$ cat src/sv/assert_macros.svh
// Assertion macros shared by the key matrix debounce RTL.
`ifndef ASSERT_MACROS_SVH
`define ASSERT_MACROS_SVH

// Concurrent assertion on clk_i, muted while rst_ni is low.
`define KMD_ASSERT(lbl, prop) \
  lbl: assert property (@(posedge clk_i) disable iff (!rst_ni) (prop)) \
    else $error("kmd assertion failed");

// Same-cycle implication form.
`define KMD_ASSERT_IMPL(lbl, ante, cons) \
  `KMD_ASSERT(lbl, (ante) |-> (cons))

// Next-cycle implication form.
`define KMD_ASSERT_NEXT(lbl, ante, cons) \
  `KMD_ASSERT(lbl, (ante) |=> (cons))

`endif

$ cat src/sv/kmd_pkg.sv
// Shared constants and types for the key matrix debounce block.
`timescale 1ns / 1ps

package kmd_pkg;

  // Default geometry of the matrix.
  localparam int ColumnsDef = 4;
  localparam int RowsDef    = 12;

  // Fixed field widths.
  localparam int ColW = 2;
  localparam int RowW = 12;
  localparam int CntW = 8;

  // Settle counter and debounce register value after reset.
  localparam logic [CntW-1:0] DebounceReset = 8'd10;

  // Per-row result handed from a lane to the merge stage.
  typedef struct packed {
    logic pressed;
    logic changed;
  } lane_res_t;

endpackage

$ cat src/sv/kmd_in_if.sv
// Request channel carrying one column sample.
`timescale 1ns / 1ps

interface kmd_in_if;
  logic                      valid;
  logic                      ready;
  logic [kmd_pkg::ColW-1:0]  column_index;
  logic [kmd_pkg::RowW-1:0]  row_levels;

  modport source (output valid, output column_index, output row_levels, input ready);
  modport sink   (input valid, input column_index, input row_levels, output ready);
endinterface

$ cat src/sv/kmd_out_if.sv
// Result channel carrying the debounced state of one column.
`timescale 1ns / 1ps

interface kmd_out_if;
  logic                      valid;
  logic                      ready;
  logic [kmd_pkg::ColW-1:0]  column_out;
  logic [kmd_pkg::RowW-1:0]  pressed_mask;
  logic [kmd_pkg::RowW-1:0]  changed_mask;

  modport source (output valid, output column_out, output pressed_mask,
                  output changed_mask, input ready);
  modport sink   (input valid, input column_out, input pressed_mask,
                  input changed_mask, output ready);
endinterface

$ cat src/sv/kmd_lane.sv
// One row lane: stable state and settle counter of this row for every column.
`timescale 1ns / 1ps

`include "assert_macros.svh"

module kmd_lane #(
  parameter int COLUMNS = kmd_pkg::ColumnsDef
) (
  input  logic                                          clk_i,
  input  logic                                          rst_ni,
  input  logic                                          en_i,
  input  logic [((COLUMNS > 1) ? $clog2(COLUMNS) : 1)-1:0] idx_i,
  input  logic                                          raw_i,
  input  logic [kmd_pkg::CntW-1:0]                      dbc_i,
  output kmd_pkg::lane_res_t                            res_o
);

  logic                      stable_q [COLUMNS];
  logic [kmd_pkg::CntW-1:0]  cnt_q    [COLUMNS];

  logic                      cur;
  logic [kmd_pkg::CntW-1:0]  cnt;
  logic                      mismatch;
  logic                      flip;
  logic [kmd_pkg::CntW-1:0]  cnt_d;

  // Compare raw sample with stable state, count down or reload
  always_comb begin
    cur      = stable_q[idx_i];
    cnt      = cnt_q[idx_i];
    mismatch = raw_i != cur;
    flip     = mismatch && (cnt <= kmd_pkg::CntW'(1));
    cnt_d    = (mismatch && !flip) ? cnt - kmd_pkg::CntW'(1) : dbc_i;
    res_o.pressed = cur ^ flip;
    res_o.changed = flip;
  end

  // Per-column state of this row
  always_ff @(posedge clk_i or negedge rst_ni) begin
    if (!rst_ni) begin
      for (int c = 0; c < COLUMNS; c++) begin
        stable_q[c] <= 1'b0;
        cnt_q[c]    <= kmd_pkg::DebounceReset;
      end
    end else if (en_i) begin
      stable_q[idx_i] <= cur ^ flip;
      cnt_q[idx_i]    <= cnt_d;
    end
  end

  `KMD_ASSERT_NEXT(a_lane_countdown, en_i && mismatch && !flip, cnt_q[$past(idx_i)] == $past(cnt) - kmd_pkg::CntW'(1))
  `KMD_ASSERT_NEXT(a_lane_flip, en_i && flip, stable_q[$past(idx_i)] != $past(cur))

endmodule

$ cat src/sv/kmd_merge.sv
// Merge stage: gathers lane results into the masks and holds the result register.
`timescale 1ns / 1ps

`include "assert_macros.svh"

module kmd_merge #(
  parameter int COLUMNS = kmd_pkg::ColumnsDef,
  parameter int LANES   = kmd_pkg::RowsDef
) (
  input  logic                      clk_i,
  input  logic                      rst_ni,
  input  logic                      accept_i,
  input  logic                      col_ok_i,
  input  logic [kmd_pkg::ColW-1:0]  col_i,
  input  kmd_pkg::lane_res_t        res_i [LANES],
  output logic                      ready_o,
  kmd_out_if.source                 out_o
);

  logic                      valid_q, valid_d;
  logic [kmd_pkg::ColW-1:0]  col_q;
  logic [kmd_pkg::RowW-1:0]  pressed_q, pressed_d;
  logic [kmd_pkg::RowW-1:0]  changed_q, changed_d;

  // Take a new request whenever the result register is empty or draining
  assign ready_o = !valid_q || out_o.ready;

  // Assemble masks; rows without a lane and bad columns read as zero
  always_comb begin
    pressed_d = '0;
    changed_d = '0;
    for (int l = 0; l < LANES; l++) begin
      pressed_d[l] = res_i[l].pressed & col_ok_i;
      changed_d[l] = res_i[l].changed & col_ok_i;
    end
    valid_d = accept_i || (valid_q && !out_o.ready);
  end

  // Result register
  always_ff @(posedge clk_i or negedge rst_ni) begin
    if (!rst_ni) begin
      valid_q <= 1'b0;
    end else begin
      valid_q <= valid_d;
    end
  end

  always_ff @(posedge clk_i) begin
    if (accept_i) begin
      col_q     <= col_i;
      pressed_q <= pressed_d;
      changed_q <= changed_d;
    end
  end

  assign out_o.valid        = valid_q;
  assign out_o.column_out   = col_q;
  assign out_o.pressed_mask = pressed_q;
  assign out_o.changed_mask = changed_q;

  `KMD_ASSERT_IMPL(a_bad_col_empty, valid_q && (32'(col_q) >= COLUMNS), (pressed_q == '0) && (changed_q == '0))
  `KMD_ASSERT_NEXT(a_result_loaded, accept_i, valid_q && (col_q == $past(col_i)))

endmodule

$ cat src/sv/key_matrix_debounce_top.sv
// Top level of the key matrix debounce block.
// Latency: a result is registered at the edge that accepts its sample, valid the next cycle.
// Throughput: one column sample per cycle while each result is taken; all row lanes update their counters in parallel.
// The input stays ready while a held result is being taken in the same cycle.
// Reset (async, active low): keys released, settle counters and debounce count at 10.
`timescale 1ns / 1ps

module key_matrix_debounce_top #(
  parameter int COLUMNS = kmd_pkg::ColumnsDef,
  parameter int ROWS    = kmd_pkg::RowsDef
) (
  input  logic                      clk_i,
  input  logic                      rst_ni,
  input  logic                      cfg_we_i,
  input  logic [kmd_pkg::CntW-1:0]  cfg_wdata_i,
  kmd_in_if.sink                    in_i,
  kmd_out_if.source                 out_o
);

  // Rows above the input field width never change, so they get no lane
  localparam int LANES  = (ROWS < kmd_pkg::RowW) ? ROWS : kmd_pkg::RowW;
  localparam int CIDX_W = (COLUMNS > 1) ? $clog2(COLUMNS) : 1;

  logic [kmd_pkg::CntW-1:0]  dbc_q;
  logic                      ready;
  logic                      accept;
  logic                      col_ok;
  logic [CIDX_W-1:0]         col_idx;
  kmd_pkg::lane_res_t        res [LANES];

  // Debounce count register
  always_ff @(posedge clk_i or negedge rst_ni) begin
    if (!rst_ni) begin
      dbc_q <= kmd_pkg::DebounceReset;
    end else if (cfg_we_i) begin
      dbc_q <= cfg_wdata_i;
    end
  end

  assign in_i.ready = ready;
  assign accept     = in_i.valid && ready;
  assign col_ok     = 32'(in_i.column_index) < COLUMNS;
  assign col_idx    = CIDX_W'(in_i.column_index);

  // One lane per row; rows are active low on the pins
  for (genvar r = 0; r < LANES; r++) begin : g_lane
    kmd_lane #(
      .COLUMNS (COLUMNS)
    ) u_lane (
      .clk_i  (clk_i),
      .rst_ni (rst_ni),
      .en_i   (accept && col_ok),
      .idx_i  (col_idx),
      .raw_i  (!in_i.row_levels[r]),
      .dbc_i  (dbc_q),
      .res_o  (res[r])
    );
  end

  kmd_merge #(
    .COLUMNS (COLUMNS),
    .LANES   (LANES)
  ) u_merge (
    .clk_i    (clk_i),
    .rst_ni   (rst_ni),
    .accept_i (accept),
    .col_ok_i (col_ok),
    .col_i    (in_i.column_index),
    .res_i    (res),
    .ready_o  (ready),
    .out_o    (out_o)
  );

endmodule
$ cat src/flat_wrapper.sv
// flat-port wrapper written by rule: the top's interface ports become plain ports
module key_matrix_debounce_top_flat 
#(
  parameter int COLUMNS = kmd_pkg::ColumnsDef,
  parameter int ROWS    = kmd_pkg::RowsDef
)
  (clk_i, rst_ni, cfg_we_i, cfg_wdata_i, in_i_valid, in_i_column_index, in_i_row_levels, in_i_ready, out_o_valid, out_o_column_out, out_o_pressed_mask, out_o_changed_mask, out_o_ready);
  kmd_in_if in_i_i ();
  kmd_out_if out_o_i ();
  input  logic clk_i;
  input  logic rst_ni;
  input  logic cfg_we_i;
  input  logic [kmd_pkg::CntW-1:0] cfg_wdata_i;
  input wire logic [$bits(in_i_i.valid)-1:0] in_i_valid;
  input wire logic [$bits(in_i_i.column_index)-1:0] in_i_column_index;
  input wire logic [$bits(in_i_i.row_levels)-1:0] in_i_row_levels;
  output wire logic [$bits(in_i_i.ready)-1:0] in_i_ready;
  output wire logic [$bits(out_o_i.valid)-1:0] out_o_valid;
  output wire logic [$bits(out_o_i.column_out)-1:0] out_o_column_out;
  output wire logic [$bits(out_o_i.pressed_mask)-1:0] out_o_pressed_mask;
  output wire logic [$bits(out_o_i.changed_mask)-1:0] out_o_changed_mask;
  input wire logic [$bits(out_o_i.ready)-1:0] out_o_ready;
  assign in_i_i.valid = in_i_valid;
  assign in_i_i.column_index = in_i_column_index;
  assign in_i_i.row_levels = in_i_row_levels;
  assign in_i_ready = in_i_i.ready;
  assign out_o_valid = out_o_i.valid;
  assign out_o_column_out = out_o_i.column_out;
  assign out_o_pressed_mask = out_o_i.pressed_mask;
  assign out_o_changed_mask = out_o_i.changed_mask;
  assign out_o_i.ready = out_o_ready;
  key_matrix_debounce_top #(.COLUMNS(COLUMNS), .ROWS(ROWS)) u_core (.clk_i(clk_i), .rst_ni(rst_ni), .cfg_we_i(cfg_we_i), .cfg_wdata_i(cfg_wdata_i), .in_i(in_i_i), .out_o(out_o_i));
endmodule
$ cat config.mk
export PLATFORM = sky130hd
export DESIGN_NAME = key_matrix_debounce_top_flat
export DESIGN_NICKNAME = d
export VERILOG_FILES = /design/src/sv/kmd_pkg.sv /design/src/sv/kmd_in_if.sv /design/src/sv/kmd_out_if.sv /design/src/sv/kmd_lane.sv /design/src/sv/kmd_merge.sv /design/src/sv/key_matrix_debounce_top.sv /design/src/flat_wrapper.sv
export VERILOG_INCLUDE_DIRS = /design/src /design/src/sv
export SDC_FILE = /design/constraint.sdc
export NUM_CORES = 1
export LEC_CHECK = 0
export BUFFER_PORTS_ARGS = -buffer_cell sky130_fd_sc_hd__buf_4
export CAP_MARGIN = 20
export CORE_MARGIN = 2
export CORE_UTILIZATION = 47
export CTS_CLUSTER_DIAMETER = 30
export CTS_CLUSTER_SIZE = 24
export DETAILED_ROUTE_END_ITERATION = 8
export PLACE_DENSITY = 0.61
export SYNTH_ARGS = -nofsm -noshare
export SYNTH_HDL_FRONTEND = slang
export SYNTH_HIERARCHICAL = 1
export SYNTH_SLANG_ARGS = --single-unit
$ cat constraint.sdc
create_clock -name clk_i -period 4.1 [get_ports clk_i]
set_input_delay 0.82 -clock clk_i [delete_from_list [all_inputs] [get_ports clk_i]]
set_output_delay 0.82 -clock clk_i [all_outputs]
set_load 0.02 [all_outputs]
# Word level (Yosys, flattened, before mapping)
# Cells that the tools add are included.
# totals
regBits	467
inputBits	27
output_inout_bits	28
wordCells	319
# classes
n_addsub	12
n_lt_le_gt_ge	14
n_eq_ne	12
n_mux	112
bitwise_logic	13
reduce_logical	55
# ops
op	count
$bwmux 32	12
$mux 8	37
$bmux 8 s2	12
$le 8x1->1 const B	12
$sub 8x1->8 const B	12
$bwmux 4	12
$logic_and 1x1->1	27
$logic_not 1->1	26
$mux 1	25
$bmux 1 s2	12
$demux 8 s2	1
$ne 1x1->1	12
$xor 1x1->1	12
$ge 3x3->1 const B	1
$lt 3x1->1 const B	1
$not 2->3	1
$demux 1 s2	1
$logic_or 1x1->1	2

# Longest topological paths before layout
# logic_depth
ltp_word	10
depth_mapped	10
mapped_depth_nobuf	9

# Cells and area by module
# The synthesis kept the hierarchy.
# modules_own_cells
module	n_inst	cells_each	area_per_inst_um2
kmd_lane (u_core.g_lane[0].u_lane ...)	11	189	1959.4
kmd_lane (u_core.g_lane[9].u_lane)	1	189	2005.7
kmd_merge	1	55	1014.7
key_matrix_debounce_top	1	31	389.1

# Worst setup path after synthesis
# Ideal clock, no wire load.
# synth_path
kind	input to register
start	input out_o_ready
end	register u_core/g_lane[0].u_lane/cnt_q[30] (netlist name)
setup_time_ps	140
t_arrival_ps	3829
slack_ps	131
stages	7
cell_sequence	nand2b_1 and2_1 or3b_2 clkbuf_1 clkbuf_1 nand2_1 o21ai_0
# synth_via
elab_chain_len	2
# synth_lines
element	line_no	text
start: declaration	flat_wrapper.sv:22	input wire logic [$bits(out_o_i.ready)-1:0] out_o_ready;
$logic_or 1x1->1	kmd_merge.sv:26	assign ready_o = !valid_q || out_o.ready;
$logic_and 1x1->1	key_matrix_debounce_top.sv:41	assign accept = in_i.valid && ready;
net u_core.accept	key_matrix_debounce_top.sv:26	logic accept;
end signal: indexed assignment	kmd_lane.sv:43	cnt_q[c] <= kmd_pkg::DebounceReset;
end signal: indexed assignment	kmd_lane.sv:47	cnt_q[idx_i] <= cnt_d;
end: declaration	kmd_lane.sv:19	logic [kmd_pkg::CntW-1:0] cnt_q [COLUMNS];
# The timed path passes the listed nets, and every way through them passes these cells.
# A chain may end at the register's enable or synchronous reset.

# Worst setup path in the final report
# layout_path
start	input in_i_column_index[0]
end	register u_core/g_lane[10].u_lane/cnt_q[14] (netlist name)
# layout_via
elab_chain_len	10
word_cells_on_any_way	20
# layout_lines
element	line_no	text
start: declaration	flat_wrapper.sv:15	input wire logic [$bits(in_i_i.column_index)-1:0] in_i_column_index;
$not 2->3 (implied by the code) (*)	kmd_lane.sv:29, kmd_lane.sv:30, kmd_lane.sv:47	
$bmux 8 s2 or $bmux 1 s2 (tied branches)	kmd_lane.sv:30, kmd_lane.sv:29	
$mux 8 (implied by the code) or $mux 1 (tied branches) (2 in a row)	kmd_lane.sv:30, kmd_lane.sv:29	
$le 8x1->1 or $ne 1x1->1 (tied branches)	kmd_lane.sv:32, kmd_lane.sv:31	
$logic_and 1x1->1	kmd_lane.sv:32	flip = mismatch && (cnt <= kmd_pkg::CntW'(1));
$logic_not 1->1	kmd_lane.sv:33	cnt_d = (mismatch && !flip) ? cnt - kmd_pkg::CntW'(1) : dbc_i;
$logic_and 1x1->1	kmd_lane.sv:33	
$mux 8	kmd_lane.sv:33	
$bwmux 32 (*)	kmd_lane.sv:47	
end signal: indexed assignment	kmd_lane.sv:43	
end signal: indexed assignment	kmd_lane.sv:47	
end: declaration	kmd_lane.sv:19	
# Mark *: on every way between the ends. The rest lies on a longest branch, timed or not. The select of a mux whose other input is x is not followed.

==> results.txt <==
----------------------------------------------------
[Outcome]
  Status ... finished clean

[STA]
  Final critical path time including I/O delays and setup ... 3.267 ns
  Unrepaired setup endpoints after global routing ... no
  Number of failing setup endpoints in the final timing report ... 0
  Final Hold Fails ... 0
  Maximum operating frequency ... 306.1 MHz
  Relative max-transition margin ... 38.50%
  Post-route worst setup slack ... 0.8333 ns
  Min Hold Slack ... 0.2830 ns
  Final worst-path cycle share ... 79.68%
  Transition at the pin with the smallest max-transition slack ... 0.9224 ns
  Clock skew ... 0.02626 ns
  Accumulated negative setup slack ... 0 ns
  Pins Over Slew Limit ... 0

[Logic synthesis]
  Share of the synthesized area in the top cell type ... 34.38%
  Distinct cell type count of the synthesized netlist ... 55
  Number of synthesized flops with an enable pin ... 26
  Cell with the most instances after synthesis ... sky130_fd_sc_hd__nand2_1
  Area leader, netlist ... sky130_fd_sc_hd__dfrtp_1
  Async set-reset flop share out of synthesis ... 94.43%
  Dominant cells by area after synthesis ... sky130_fd_sc_hd__dfrtp_1 (34%), sky130_fd_sc_hd__dfstp_2 (10%), sky130_fd_sc_hd__mux4_2 (9.2%)
  Post-Syn Area ... 24960 um2
  Sequential area share after synthesis ... 47.83%
  Most used flip-flop cell after synthesis ... sky130_fd_sc_hd__dfrtp_1
  Flop and latch count out of synthesis ... 467
  Most frequent cells after synthesis ... sky130_fd_sc_hd__nand2_1 (467), sky130_fd_sc_hd__dfrtp_1 (343), sky130_fd_sc_hd__o21ai_1 (185), sky130_fd_sc_hd__o21ai_0 (163), sky130_fd_sc_hd__nor2_1 (108)
  Count of mapped cells out of synthesis ... 2354
  YS warnings ... 6
  Avg Inst Size Synth ... 10.60 um2

[Power]
  Net Sw Power ... 9.047 mW
  Leakage power total ... 12.89 nW
  Int Power ... 16.97 mW
  Combinational share of power ... 33.0%
  Maximum vdd ir drop ... 0.3982 mV
  Register share of total power ... 31.5%
  Ratio of total power to cell area ... 862.5 nW/um2
  Proportion of power drawn by the clock network ... 35.5%
  Switching part of the total ... 34.77%

[Global routing]
  Overflow left after global routing ... 0
  Largest net degree at the start of global routing ... 117
  Global-route wire length before repair ... 102900 um
  Via count of the first global-routing pass ... 19.51k
  Initial antenna violation count ... 1
  Overall fraction of global-route tracks in use ... 23.54%

[Detailed routing]
  Routed len/inst ... 19.30 um
  Initial DRC Count ... 1311
  1st-pass router iterations ... 5
  Avg Vias per Cell ... 5.819
  Total routed wirelength ... 62680 um
  Remaining number of nets flagged by the antenna check after routing ... 0
  Remaining routing DRC violations ... 0
  Vias after detailed routing ... 18.89k

[Floorplanning]
  Horiz. Die Dim ... 234.5 um
  Core outline area ... 52550 um2
  Total number of placement rows ... 84
  I/O pin count ... 55
  Starting density of the core ... 47.50%
  Die ar. ... 54970 um2
  Vertical die dimension ... 234.5 um

[Clocking]
  Sink Count ... 467
  Total clock buffers created by CTS ... 114
  Hold_buf cts ... 0
  Clk root buf ... sky130_fd_sc_hd__clkbuf_16
  Clock Tree Buf Depth ... 3
  Clk Latency, worst-skew pair ... 0.66 ns
  Depth of the CTS H-tree ... 3
  Number of gates resized after cts ... 0
  Setup Buffers After CTS ... 0
  Register clock-pin slew on the reported worst setup and hold paths ... 0.05 ns
  TritonCTS clock tree ... yes

[Min path]
  Class of the worst hold path ... primary input to async pin

[Setup path]
  Reg2Reg Launch Point ... u_core/g_lane[10].u_lane/cnt_q[0]
  Critical Path Fanout Max ... 60
  Required time at the endpoint of the critical path ... 4.57 ns
  Worst setup slack for register-to-register paths ... 1.31 ns
  Worst Path Class, Setup ... primary input to register
  Worst reg-to-reg path cell count ... 7
  Data arrival time of the worst path ... 3.74 ns
  Nature of the critical path endpoint ... register
  CP startpoint kind ... primary input
  Endpoint of the most critical register-to-register path ... u_core/g_lane[10].u_lane/cnt_q[14]

[Finish]
  Fillers ... 4387
  Number of nets in the final layout ... 2508
  Proportion of layout cells with a drive suffix above 1 ... 26.82%
  Final standard cell utilization of the core ... 57.40%
  Area occupied by registers ... 11940 um2
  Final Instance Area ... 30160 um2
  Layout-stage area growth over the synthesis result ... 20.84%
  Multi-input combinational cell area ... 12080 um2

[Place]
  Placed cell areas ... 26130 um2
  Worst setup slack before clock tree synthesis ... 0.2364 ns
  Buffers on Ports ... 54
  Sum of net half-perimeters after detailed placement ... 39400 um
  Final RePlAce weighted congestion ... 0.8476

[Flow run]
  Max_cap viols ... 0

----------------------------------------------------
layout make-up:
cell class	instances	share of cell area (%)
antenna	1	0.008296
clock buffer	139	10.27
clock inverter	78	3.107
inverter	72	0.8960
multi-input combinational	1685	40.05
sequential	467	39.58
tap	688	2.854
timing repair buffer	117	3.235
metrics by stage:
stage,power [mW],std cells
after floorplan,14.45,2359
after global placement,16.33,3029
after detailed placement,16.70,3029
after CTS,26.13,3246
after global routing,27.68,3246
final,26.02,3247
state kept, by name, indices dropped and copies added (netlist names):
| register | cells |
|---|---|
| u_core/g_lane.u_lane/cnt_q | 384 |
| u_core/g_lane.u_lane/stable_q | 48 |
| u_core/u_merge/out_o.changed_mask | 12 |
| u_core/u_merge/out_o.pressed_mask | 12 |
| u_core/dbc_q | 8 |
| u_core/u_merge/out_o.column_out | 2 |
| u_core/u_merge/out_o.valid | 1 |
worst max-delay path, cell delays in order:
cell and delay [ns]:
sky130_fd_sc_hd__buf_8 0.44, sky130_fd_sc_hd__mux4_2 0.65, sky130_fd_sc_hd__inv_1 0.12, sky130_fd_sc_hd__ha_1 0.24, sky130_fd_sc_hd__nand4_1 0.22, sky130_fd_sc_hd__a211o_1 0.35, sky130_fd_sc_hd__a221oi_1 0.52, sky130_fd_sc_hd__o21ai_0 0.27
per-layer routing:
metal	vias to the layer above	part of all wire [%]	track usage, %	wire length (um)
met3	108	5.2	4.566	3237
met5	-	0	0	0
met4	0	2.8	9.886	1763
li1	8857	-	-	-
met2	482	49	38.62	30440
met1	9447	43	30.64	27230
cell families after synthesis:
family,share of synthesized area [%]
buf+inv,3.864
other cells,0.01502
simple gates,16.82
xor+xnor,1.203
compound gates,15.22
mux,13.85
flops,47.83
fa+ha+maj,1.203
power groups by stage:
stage	Combinational, mW	Clock, mW	Sequential [mW]
finish	8.58	9.25	8.19
global route	9.57	9.67	8.44
CTS	8.55	9.40	8.18
detailed placement	8.48	0	8.22
global placement	8.23	0	8.10
floorplan	6.61	0	7.84
worst max-delay path by stage:
| stage | endpoint | start | slack [ns] | cells past startpoint |
|---|---|---|---|---|
| floorplan | u_core/g_lane[0].u_lane/cnt_q[30] | out_o_ready | 0.13 | 7 |
| global placement | u_core/g_lane[0].u_lane/cnt_q[6] | in_i_column_index[0] | 0.32 | 10 |
| detailed placement | u_core/u_merge/out_o.pressed_mask[5] | in_i_column_index[0] | 0.24 | 10 |
| CTS | u_core/g_lane[10].u_lane/cnt_q[14] | in_i_column_index[0] | 0.88 | 8 |
| global route | u_core/g_lane[0].u_lane/cnt_q[17] | in_i_column_index[0] | 0.61 | 11 |
| finish | u_core/g_lane[10].u_lane/cnt_q[14] | in_i_column_index[0] | 0.83 | 8 |
layout by cell type, fill, tap and decap left out, drive strengths merged, types with 41 or more instances in the layout:
| master | instances |
|---|---|
| o21ai | 348 |
| o31ai | 60 |
| buf | 117 |
| dfrtp | 343 |
| a31oi | 48 |
| dfstp | 98 |
| mux4 | 108 |
| mux2i | 84 |
| a21oi | 48 |
| clkbuf | 139 |
| clkinv | 41 |
| nand2 | 468 |
| inv | 77 |
| nor2 | 108 |
Note: power is estimated with default switching activity, not from simulation.
